### src/design/iirdf1_pkg.sv
// Shared types, widths and register codes for the fourth-order direct form I IIR filter.
// Depends on nothing; every other file of the filter but iirdf1_checker imports it.
package iirdf1_pkg;

  localparam int MAX_ORDER      = 4;
  localparam int SMP_W          = 16;
  localparam int COEF_W         = 16;
  localparam int OUT_W          = 24;
  localparam int ACC_W          = 44;
  localparam int COEF_FRAC_BITS = 13;
  localparam int CFG_W          = 32;
  localparam int CFG_IDX_W      = 3;

  typedef logic signed [SMP_W-1:0]  sample_t;
  typedef logic signed [COEF_W-1:0] coef_t;
  typedef logic signed [OUT_W-1:0]  out_t;
  typedef logic signed [ACC_W-1:0]  acc_t;

  // Register indexes of the configuration port.
  localparam logic [CFG_IDX_W-1:0] REG_FF_COEF_0_1 = 3'd0;
  localparam logic [CFG_IDX_W-1:0] REG_FF_COEF_2_3 = 3'd1;
  localparam logic [CFG_IDX_W-1:0] REG_FF_COEF_4   = 3'd2;
  localparam logic [CFG_IDX_W-1:0] REG_FB_COEF_1_2 = 3'd3;
  localparam logic [CFG_IDX_W-1:0] REG_FB_COEF_3_4 = 3'd4;

  // Default band-pass coefficients in Q3.13.
  localparam logic [CFG_W-1:0] RST_FF_COEF_0_1 = 32'd1659;
  localparam logic [CFG_W-1:0] RST_FF_COEF_2_3 = 32'd62218;
  localparam logic [COEF_W-1:0] RST_FF_COEF_4  = 16'd1659;
  localparam logic [CFG_W-1:0] RST_FB_COEF_1_2 = 32'd1040954482;
  localparam logic [CFG_W-1:0] RST_FB_COEF_3_4 = 32'd106555180;

  localparam out_t OUT_MAX = 24'sh7FFFFF;
  localparam out_t OUT_MIN = 24'sh800000;
  localparam logic signed [ACC_W:0] RND_BIAS = (ACC_W+1)'(2 ** (COEF_FRAC_BITS - 1));

  // Controls that every cell of the chain sees in the same cycle.
  typedef struct packed {
    logic step;
    logic clear;
  } step_ctl_t;

  // Round half up, scale down by the coefficient fraction, saturate to the output width.
  function automatic out_t round_sat(input acc_t acc);
    logic signed [ACC_W:0] biased;
    logic signed [ACC_W:0] q;
    out_t r;
    biased = {acc[ACC_W-1], acc} + RND_BIAS;
    q = biased >>> COEF_FRAC_BITS;
    if ((&q[ACC_W:OUT_W-1]) || !(|q[ACC_W:OUT_W-1])) begin
      r = q[OUT_W-1:0];
    end else if (q[ACC_W]) begin
      r = OUT_MIN;
    end else begin
      r = OUT_MAX;
    end
    return r;
  endfunction

endpackage

### src/design/iirdf1_cell.sv
// One tap of the direct form I chain of the filter: delayed input, delayed output, products.
// Depends on iirdf1_pkg.
module iirdf1_cell (
  input  logic                  clk,
  input  logic                  rst,
  input  iirdf1_pkg::step_ctl_t ctl,
  input  iirdf1_pkg::sample_t   x_in,
  input  iirdf1_pkg::out_t      y_in,
  input  iirdf1_pkg::coef_t     b,
  input  iirdf1_pkg::coef_t     a,
  input  iirdf1_pkg::acc_t      s_in,
  output iirdf1_pkg::sample_t   x_out,
  output iirdf1_pkg::out_t      y_out,
  output iirdf1_pkg::acc_t      s_out
);
  import iirdf1_pkg::*;

  // x_hist and y_hist hold this tap's delayed input and output sample.
  sample_t                          x_hist;
  out_t                             y_hist;
  logic signed [SMP_W+COEF_W-1:0]   bx;
  logic signed [OUT_W+COEF_W-1:0]   ay;

  assign bx    = b * x_hist;
  assign ay    = a * y_hist;
  assign x_out = x_hist;
  assign y_out = y_hist;
  assign s_out = s_in + (ACC_W'(bx) - ACC_W'(ay));

  always_ff @(posedge clk) begin
    if (rst) begin
      x_hist <= '0;
      y_hist <= '0;
    end else if (ctl.clear) begin
      x_hist <= '0;
      y_hist <= '0;
    end else if (ctl.step) begin
      x_hist <= x_in;
      y_hist <= y_in;
    end
  end

endmodule

### config.mk
export PLATFORM = sky130hd
export DESIGN_NAME = iirdf1_cell
export DESIGN_NICKNAME = d
export VERILOG_FILES = /design/src/design/iirdf1_pkg.sv /design/src/design/iirdf1_cell.sv
export SDC_FILE = /design/constraint.sdc
export NUM_CORES = 2
export LEC_CHECK = 0
export BUFFER_PORTS_ARGS = -buffer_cell sky130_fd_sc_hd__buf_2
export CORE_MARGIN = 8
export CORE_UTILIZATION = 50
export CTS_CLUSTER_DIAMETER = 40
export DETAILED_ROUTE_END_ITERATION = 6
export PLACE_DENSITY = 0.66
export SYNTH_ARGS = -nofsm -noshare
export SYNTH_HDL_FRONTEND = slang
export SYNTH_SLANG_ARGS = --single-unit
### constraint.sdc
create_clock -name clk -period 10.9 [get_ports clk]
set_clock_uncertainty 0.2 [all_clocks]
set_input_delay 0.545 -clock clk [delete_from_list [all_inputs] [get_ports clk]]
set_output_delay 0.545 -clock clk [all_outputs]
set_load 0.02 [all_outputs]
==> out/results.ini <==
[outcome]
status=finished, final reports clean

[synthesis]
synth.largest_area_cell=fa_1
synthArstFlopShare_pct=0
synth_area_leaders=fa_1 56%, inv_1 12%, ha_1 8.4%
synthTopCellsByCount=949 x inv_1, 811 x fa_1, 313 x and2_1
synthCells=3083
syn_avg_cell_area_um2=9.41
synth_seq_area_share_pct=2.76
synthMostInstantiatedCell=inv_1
synth_top_area_share_pct=56.0
yosys_warnings=0
yosysUniqueCellTypes=63
ys_ff_latch=40
syn-cell-area_mm2=0.0290
synthFlopType=dfxtp_1
synth_nets=4209
synth_edf_count=0

[sta]
rsz0062_at_grt=false
report.final.hold_viol_count=0
worstMarginPinSlew_ps=940
min_period_over_period_pct=90.4
tns_ps=0
slew_headroom_pct=37.2
fmax_mhz=101
slew_viol_final=0
setup_viol=0
period_needed_ps=9860

[clocking]
cts.repair.resized=0
clock_sinks=40
cts-hold-fix-buffers=0
cts-root-buf=clkbuf_16
cts_setup_buffers=0
cts_tree=done
htreeDepth=2
clock_latency_ps=300
cts_buffer_depth=2
cts_buffers=5
clk_pin_slew_ps=70

[global_routing]
grt.overflow.total=0
grt_util_all_layers_pct=22.9
antenna_found_initial=4
first_global_vias=23022
grt_max_degree=41
grt_pass1_wl_mm=121

[floorplan]
die_x_um=257
die_h_um=257
start_util_pct=50.4
dieArea_mm2=0.0660
placementRows=88
core_area_mm2=0.0576
io_pins=204

[drt]
routed_wl_mm=72.3
postRouteAntennaNets=0
drc_errors=0
via_per_inst=5.06
drtIter0Drc=951
wire_per_inst_um=18.2
drtPass1Iterations=5
via_count=20065

[worst_hold_path]
hold_path.class=in2reg

[setup_path]
critPathCaptureType=output port
required_ps=10160
worstSetupPathType=reg2out
worstPathArrival_ps=9110
critPathMaxFanout=18
cp-start-kind=register

[final_layout]
drive_gt1_share_pct=7.41
area_delta_synth_final_pct=6.16
fillers=5303
nNetsFinal=4324

[flow_run]
maxCapViolCount=0

[place]
post-dp-hpwl_mm=64.0
gp_congestion=0.948
port_buffers=203

[worst max-delay path, cell delays in order, from the launching register on]
cell and delay (ps):
dfxtp_1 800, nand2_1 210, inv_1 190, fa_1 420, inv_1 260, fa_1 470, buf_4 240, inv_1 470
fa_1 510, inv_1 90, fa_1 380, inv_1 80, fa_1 440, fa_1 500, fa_1 520, inv_1 60
fa_1 480, inv_1 50, ha_1 350, and3_1 250, and3_1 220, nand3_1 160, a2111oi_2 640, o21ai_2 180
a21oi_2 290, o221ai_1 180, xnor2_1 170, buf_2 180
[cell usage in the layout (no fill, tap or decap), drive strengths merged, types with 2 or more instances in the layout]
cell type and count:
a21o 18, dfxtp 40, ha 195, nand3b 2, xnor2 31, clkinv 2
xor2 12, nor2 70, nand2 307, a211oi 5, o31a 3, diode 4
nand3 10, mux2i 40, nand4 2, o211ai 9, o311ai 3, or4 2
o2111ai 3, buf 211, or2 2, o21ai 22, nor3 10, nor2b 25
nand2b 16, and3 8, a21oi 34, a31oi 3, and2 313, o21bai 5
a311o 3, fa 811, o21a 6, inv 949, clkbuf 5, a21boi 4
[routing by layer]
metal	track usage (%)	vias up	wire length, µm
met5	0	-	0
met4	8.64	0	2960
met3	1.43	114	2580
met1	27.0	10555	26700
li1	-	8915	-
met2	43.3	481	40100
[state kept, by name, indices dropped and copies added (netlist names)]
| name | flops |
|---|---|
| y_out | 24 |
| x_out | 16 |
[logic make-up (layout without fill, tap and decap cells)]
family          after synthesis  in the layout  share of synthesized area, %
other cells                   0              4                             0
mux                          40             40                          1.38
fa+ha+maj                  1006           1006                          64.4
compound gates              130            130                          3.19
simple gates                771            771                          13.3
flops                        40             40                          2.76
xor+xnor                     43             43                          1.30
buf+inv                    1053           1168                          13.7
[per-stage QoR]
stage | cells | util, % | hold WS (ps) | setup slack (ps) | area (µm²)
4_1_cts | 3963 | 53.5 | 271 | 1010 | 30800
3_3_place_gp | 3956 | 53.2 | 427 | 1330 | 30600
5_1_grt | 3965 | 53.5 | 284 | 580 | 30800
6_report | 3967 | 53.5 | 272 | 1040 | 30800
3_5_place_dp | 3956 | 53.2 | 453 | 1230 | 30600
2_1_floorplan | 3083 | - | 438 | 1890 | 29000
[final cells by class]
type                            instances  area (µm²)  share of cell area [%]
Tap cell                              765         957                    3.11
Clock inverter                          2        12.5                  0.0406
Inverter                              950        3570                    11.6
Clock buffer                            5         125                   0.406
Timing Repair Buffer                  211        1080                    3.49
Sequential cell                        40         801                    2.60
Antenna cell                            4        10.0                  0.0325
Multi-Input combinational cell       1990       24200                    78.7
[worst paths after layout]
kind | from | to | slack, ps | depth (start not counted)
worst min-delay path | y_in[12] | y_out[12]$_SDFFE_PP0P_ | 270 | 3
worst max register to register | x_out[9]$_SDFFE_PP0P_ | x_out[9]$_SDFFE_PP0P_ | 9430 | 2
worst min register to register | y_out[19]$_SDFFE_PP0P_ | y_out[19]$_SDFFE_PP0P_ | 440 | 2
worst max-delay path | x_out[0]$_SDFFE_PP0P_ | s_out[43] | 1040 | 27
Power is not shown: default switching activity piles up to over one toggle a cycle in this logic, so the estimate is an artifact.
