File: config.mk
export PLATFORM = sky130hd
export DESIGN_NAME = iirdf1_skid_flat
export DESIGN_NICKNAME = d
export VERILOG_FILES = /design/src/design/iirdf1_pkg.sv /design/src/design/iirdf1_channels.sv /design/src/design/iirdf1_skid.sv /design/src/flat_wrapper.sv
export SDC_FILE = /design/constraint.sdc
export NUM_CORES = 1
export LEC_CHECK = 0
export ABC_AREA = 1
export ABC_CLOCK_PERIOD_IN_PS = 8500
export BUFFER_PORTS_ARGS = -buffer_cell sky130_fd_sc_hd__buf_2
export CORE_MARGIN = 3
export CORE_UTILIZATION = 45
export CTS_CLUSTER_DIAMETER = 30
export CTS_CLUSTER_SIZE = 8
export DETAILED_ROUTE_END_ITERATION = 10
export PLACE_DENSITY = 0.69
export SLEW_MARGIN = 20
export SYNTH_ARGS = -nofsm -noshare
export SYNTH_HDL_FRONTEND = slang
export SYNTH_SLANG_ARGS = --single-unit
File: constraint.sdc
create_clock -name clk -period 8.5 [get_ports clk]
set_input_delay 2.55 -clock clk [delete_from_list [all_inputs] [get_ports clk]]
set_output_delay 2.55 -clock clk [all_outputs]
set_load 0.01 [all_outputs]
File: src/design/iirdf1_pkg.sv
// Shared types, widths and register codes for the fourth-order direct form I IIR filter.
// Depends on nothing; every other file of the filter but iirdf1_checker imports it.
package iirdf1_pkg;

  localparam int MAX_ORDER      = 4;
  localparam int SMP_W          = 16;
  localparam int COEF_W         = 16;
  localparam int OUT_W          = 24;
  localparam int ACC_W          = 44;
  localparam int COEF_FRAC_BITS = 13;
  localparam int CFG_W          = 32;
  localparam int CFG_IDX_W      = 3;

  typedef logic signed [SMP_W-1:0]  sample_t;
  typedef logic signed [COEF_W-1:0] coef_t;
  typedef logic signed [OUT_W-1:0]  out_t;
  typedef logic signed [ACC_W-1:0]  acc_t;

  // Register indexes of the configuration port.
  localparam logic [CFG_IDX_W-1:0] REG_FF_COEF_0_1 = 3'd0;
  localparam logic [CFG_IDX_W-1:0] REG_FF_COEF_2_3 = 3'd1;
  localparam logic [CFG_IDX_W-1:0] REG_FF_COEF_4   = 3'd2;
  localparam logic [CFG_IDX_W-1:0] REG_FB_COEF_1_2 = 3'd3;
  localparam logic [CFG_IDX_W-1:0] REG_FB_COEF_3_4 = 3'd4;

  // Default band-pass coefficients in Q3.13.
  localparam logic [CFG_W-1:0] RST_FF_COEF_0_1 = 32'd1659;
  localparam logic [CFG_W-1:0] RST_FF_COEF_2_3 = 32'd62218;
  localparam logic [COEF_W-1:0] RST_FF_COEF_4  = 16'd1659;
  localparam logic [CFG_W-1:0] RST_FB_COEF_1_2 = 32'd1040954482;
  localparam logic [CFG_W-1:0] RST_FB_COEF_3_4 = 32'd106555180;

  localparam out_t OUT_MAX = 24'sh7FFFFF;
  localparam out_t OUT_MIN = 24'sh800000;
  localparam logic signed [ACC_W:0] RND_BIAS = (ACC_W+1)'(2 ** (COEF_FRAC_BITS - 1));

  // Controls that every cell of the chain sees in the same cycle.
  typedef struct packed {
    logic step;
    logic clear;
  } step_ctl_t;

  // Round half up, scale down by the coefficient fraction, saturate to the output width.
  function automatic out_t round_sat(input acc_t acc);
    logic signed [ACC_W:0] biased;
    logic signed [ACC_W:0] q;
    out_t r;
    biased = {acc[ACC_W-1], acc} + RND_BIAS;
    q = biased >>> COEF_FRAC_BITS;
    if ((&q[ACC_W:OUT_W-1]) || !(|q[ACC_W:OUT_W-1])) begin
      r = q[OUT_W-1:0];
    end else if (q[ACC_W]) begin
      r = OUT_MIN;
    end else begin
      r = OUT_MAX;
    end
    return r;
  endfunction

endpackage

File: src/design/iirdf1_channels.sv


interface iirdf1_result_if;
  import iirdf1_pkg::*;
  logic valid;
  logic ready;
  out_t filtered_out;
  modport source (output valid, output filtered_out, input ready);
  modport sink (input valid, input filtered_out, output ready);
endinterface

File: src/design/iirdf1_skid.sv
// Two-entry output queue that drives the result channel of the filter.
// Depends on iirdf1_pkg and the result channel interface.
module iirdf1_skid (
  input  logic                 clk,
  input  logic                 rst,
  input  logic                 push,
  input  iirdf1_pkg::out_t     push_data,
  output logic                 has_room,
  iirdf1_result_if.source      results
);
  import iirdf1_pkg::*;

  logic [1:0] count;
  out_t       head;
  out_t       tail;
  logic       pop;

  assign has_room             = (count != 2'd2);
  assign results.valid        = (count != 2'd0);
  assign results.filtered_out = head;
  assign pop                  = results.valid && results.ready;

  always_ff @(posedge clk) begin
    if (rst) begin
      count <= '0;
    end else begin
      case ({push, pop})
        2'b10: begin
          if (count == 2'd0) begin
            head <= push_data;
          end else begin
            tail <= push_data;
          end
          count <= count + 2'd1;
        end
        2'b01: begin
          head  <= tail;
          count <= count - 2'd1;
        end
        2'b11: begin
          if (count == 2'd1) begin
            head <= push_data;
          end else begin
            head <= tail;
            tail <= push_data;
          end
        end
        default: begin
        end
      endcase
    end
  end

endmodule

File: src/flat_wrapper.sv
// flat-port wrapper written by rule: the top's interface ports become plain ports
module iirdf1_skid_flat import iirdf1_pkg::*;
  (clk, rst, push, push_data, has_room, results_valid, results_filtered_out, results_ready);
  iirdf1_result_if results_i ();
  input  logic clk;
  input  logic rst;
  input  logic push;
  input  iirdf1_pkg::out_t push_data;
  output logic has_room;
  output wire logic [$bits(results_i.valid)-1:0] results_valid;
  output wire logic [$bits(results_i.filtered_out)-1:0] results_filtered_out;
  input wire logic [$bits(results_i.ready)-1:0] results_ready;
  assign results_valid = results_i.valid;
  assign results_filtered_out = results_i.filtered_out;
  assign results_i.ready = results_ready;
  iirdf1_skid u_core (.clk(clk), .rst(rst), .push(push), .push_data(push_data), .has_room(has_room), .results(results_i));
endmodule
==> impl_metrics.json <==
{
  "status": "finished, final reports clean",
  "grt-busiest-layer": "met2",
  "synth_area_leaders": "edfxtp_1, nand2_1, inv_1",
  "dp_hpwl_mm": 2.66,
  "holdPathStages": 2,
  "r2r_slack_ps": 6120,
  "synth_seq_cells": 50,
  "fp-row-count": 24,
  "routed_wl_mm": 3.90,
  "fin_cells": 338,
  "start_util_pct": 48.7,
  "critPathMaxStageDelay_ps": 750,
  "fmax_ghz": 0.246,
  "setup_violations": 0,
  "hold_end": "u_core.count[0]",
  "numPortBuffers": 53,
  "synthArstFlopShare_pct": 0,
  "finalHoldViolations": 0,
  "synth-main-ff-cell": "edfxtp_1",
  "ant_nets": 0,
  "synth_warnings": 0,
  "area_delta_synth_final_pct": 19.9,
  "hold_start": "u_core.count[0]",
  "grt_pass1_vias": 1415,
  "cp_cell_sequence": "buf_2 > nand2_1 > inv_1 > ha_1 > nor2_2 > nor2_1 > nand2_1 > nand2_1",
  "syn_inst": 217,
  "postCtsSetupBuffers": 0,
  "syn_area_per_cell_sq_um": 10.2,
  "grt.total_usage_pct": 13.9,
  "critical_path_peak_fanout": 24,
  "synth_top_area_share_pct": 65.3,
  "gr-usage-met2_pct": 24.8,
  "skew_ps": 7.19,
  "dieArea_sq_um": 5780,
  "r2r_cells": 10,
  "synth_common_cells": "nand2_1, edfxtp_1, inv_1",
  "p_leak_nw": 1.27,
  "htreeDepth": 2,
  "path_buf_inv": 2,
  "clock-root-buffer": "clkbuf_8",
  "drc_errors": 0,
  "syn_area_sq_um": 2210,
  "grt_pass1_wl_mm": 6.49,
  "path_clk_slew_ps": 90,
  "rsz0062_at_grt": "no",
  "cp_slowest_cell": "nor2_2",
  "yosysMostFrequentCell": "nand2_1",
  "grt_use_met1_pct": 16.0,
  "synth_edf_count": 48,
  "dr.first_iter.drc_count": 112,
  "seq_area_frac_synth_pct": 67.1,
  "fillers": 415,
  "r2r-start": "u_core.count[0]",
  "core-area_sq_um": 4530,
  "dr.pass1.iters": 4,
  "grt_use_met3_pct": 3.66,
  "dr_total_vias": 1468,
  "period_share_pct": 47.8,
  "yosysTopAreaCell": "edfxtp_1",
  "clk_latency_ps": 300,
  "worst_pin_slew_ps": 1040,
  "placed_cells": 331,
  "power_mw": 0.619,
  "syn_nets": 252,
  "dpl_cell_area_sq_um": 2540,
  "chipWidth_um": 76.1,
  "finalInstanceArea_sq_um": 2650,
  "numCtsBuffers": 5,
  "cp_top_family": "simple AND/OR/NAND/NOR gates",
  "pin_count": 54,
  "cts_resized": 0,
  "critical_path_class": "in2reg",
  "clk_path_buf_depth": 2,
  "min_period_ps": 4060,
  "synth.distinct_cells": 15,
  "cap_violations": 0,
  "critPathCaptureType": "register",
  "grt_overflow": 0,
  "wl_per_cell_um": 11.6,
  "max-slew-margin-rel_pct": 30.9,
  "nets": 308,
  "final_max_slew_viol_count": 0,
  "ir_drop_mv": 0.115,
  "antenna_found_initial": 0,
  "fin_setup_tns_ps": 0,
  "vias_per_cell": 4.34,
  "hold_class": "reg2reg",
  "drive_above_1_share_pct": 24.9,
  "power_density_nw_per_um2": 234,
  "clock_sinks": 50,
  "cp-start-kind": "input pin",
  "r2r_end": "u_core.results.filtered_out[15]",
  "tritoncts": "yes",
  "gp_congestion": 0.694,
  "worst_path_most_repeated_cell": "nand2_1",
  "arrival_ps": 4120,
  "dieHeight_um": 76.1,
  "n_antenna_cell": 0,
  "grt_max_degree": 25,
  "critPathRequiredTime_ps": 8560,
  "hold_buffers": 0
}
[routing by layer]
layer / routed length [um] / up-vias / part of all wire [%]
met5: 0 / - / 0
met1: 1640 / 654 / 42
met4: 19 / 0 / 0.49
li1: - / 776 / -
met3: 234 / 2 / 6.0
met2: 2010 / 36 / 51
[cell type report]
type,count,area (sq um),share of cell area [%]
Inverter,37,139,5.24
Tap cell,65,81.3,3.07
Clock buffer,5,68.8,2.60
Multi-Input combinational cell,124,559,21.1
Sequential cell,50,1480,55.9
Timing Repair Buffer,55,280,10.6
Clock inverter,2,38.8,1.46
[layout by cell type (no fill, tap or decap), drive strengths merged]
cell type | netlist | final
nand2 | 83 | 83
buf | 6 | 55
inv | 37 | 37
nor2 | 27 | 27
bufinv | 0 | 1
dfxtp | 2 | 2
clkbuf | 0 | 5
nand3 | 1 | 1
ha | 7 | 7
o21ai | 3 | 3
edfxtp | 48 | 48
clkinv | 0 | 1
a21oi | 3 | 3
[report_power, final]
group	leakage [nW]	switching, mW	internal, mW
clock	0.0542	0.0760	0.0866
sequential	0.465	0.00786	0.312
combinational	0.747	0.0908	0.0458
[registers in the layout, summed over array words and instances (netlist names)]
name / flops
u_core.results.filtered_out: 24
u_core.tail: 24
u_core.count: 2
[worst register-to-register path, cell delays in order, from the launching register on]
cell and delay (ps):
dfxtp_1 340, inv_1 90, ha_1 190, inv_1 60
nand2_1 100, inv_1 90, ha_1 250, nor2_2 750
nor2_1 100, nand2_1 110, nand2_1 60
[kinds of logic (layout without fill, tap and decap cells)]
logic type	Yosys count	after routing	synth area share, %
flip-flops	50	50	67.1
buffers and inverters	43	99	7.88
AND/OR/NAND/NOR	111	111	19.0
adder cells (fa/ha/maj)	7	7	3.97
AO/OA/AOI/OAI	6	6	2.04
[how the worst max path moves through the flow]
stage                   from                         endpoint  slack [ps]  depth (start not counted)
6_report       results_ready  u_core.results.filtered_out[15]        4440                          8
5_1_grt        results_ready  u_core.results.filtered_out[15]        4250                          8
3_3_place_gp   results_ready  u_core.results.filtered_out[15]        4160                          8
4_1_cts        results_ready  u_core.results.filtered_out[15]        4420                          8
3_5_place_dp   results_ready  u_core.results.filtered_out[15]        4100                          8
2_1_floorplan  results_ready                   u_core.tail[0]        3960                          6
[metrics by stage]
step           utilization, %  setup WS, ps  hold slack, ps
3_3_place_gp             56.0          4160             491
2_1_floorplan               -          3960             468
4_1_cts                  58.4          4420             513
3_5_place_dp             56.0          4100             501
5_1_grt                  58.4          4250             554
6_report                 58.4          4440             509
No activity file was read; power rests on OpenSTA's default activity.
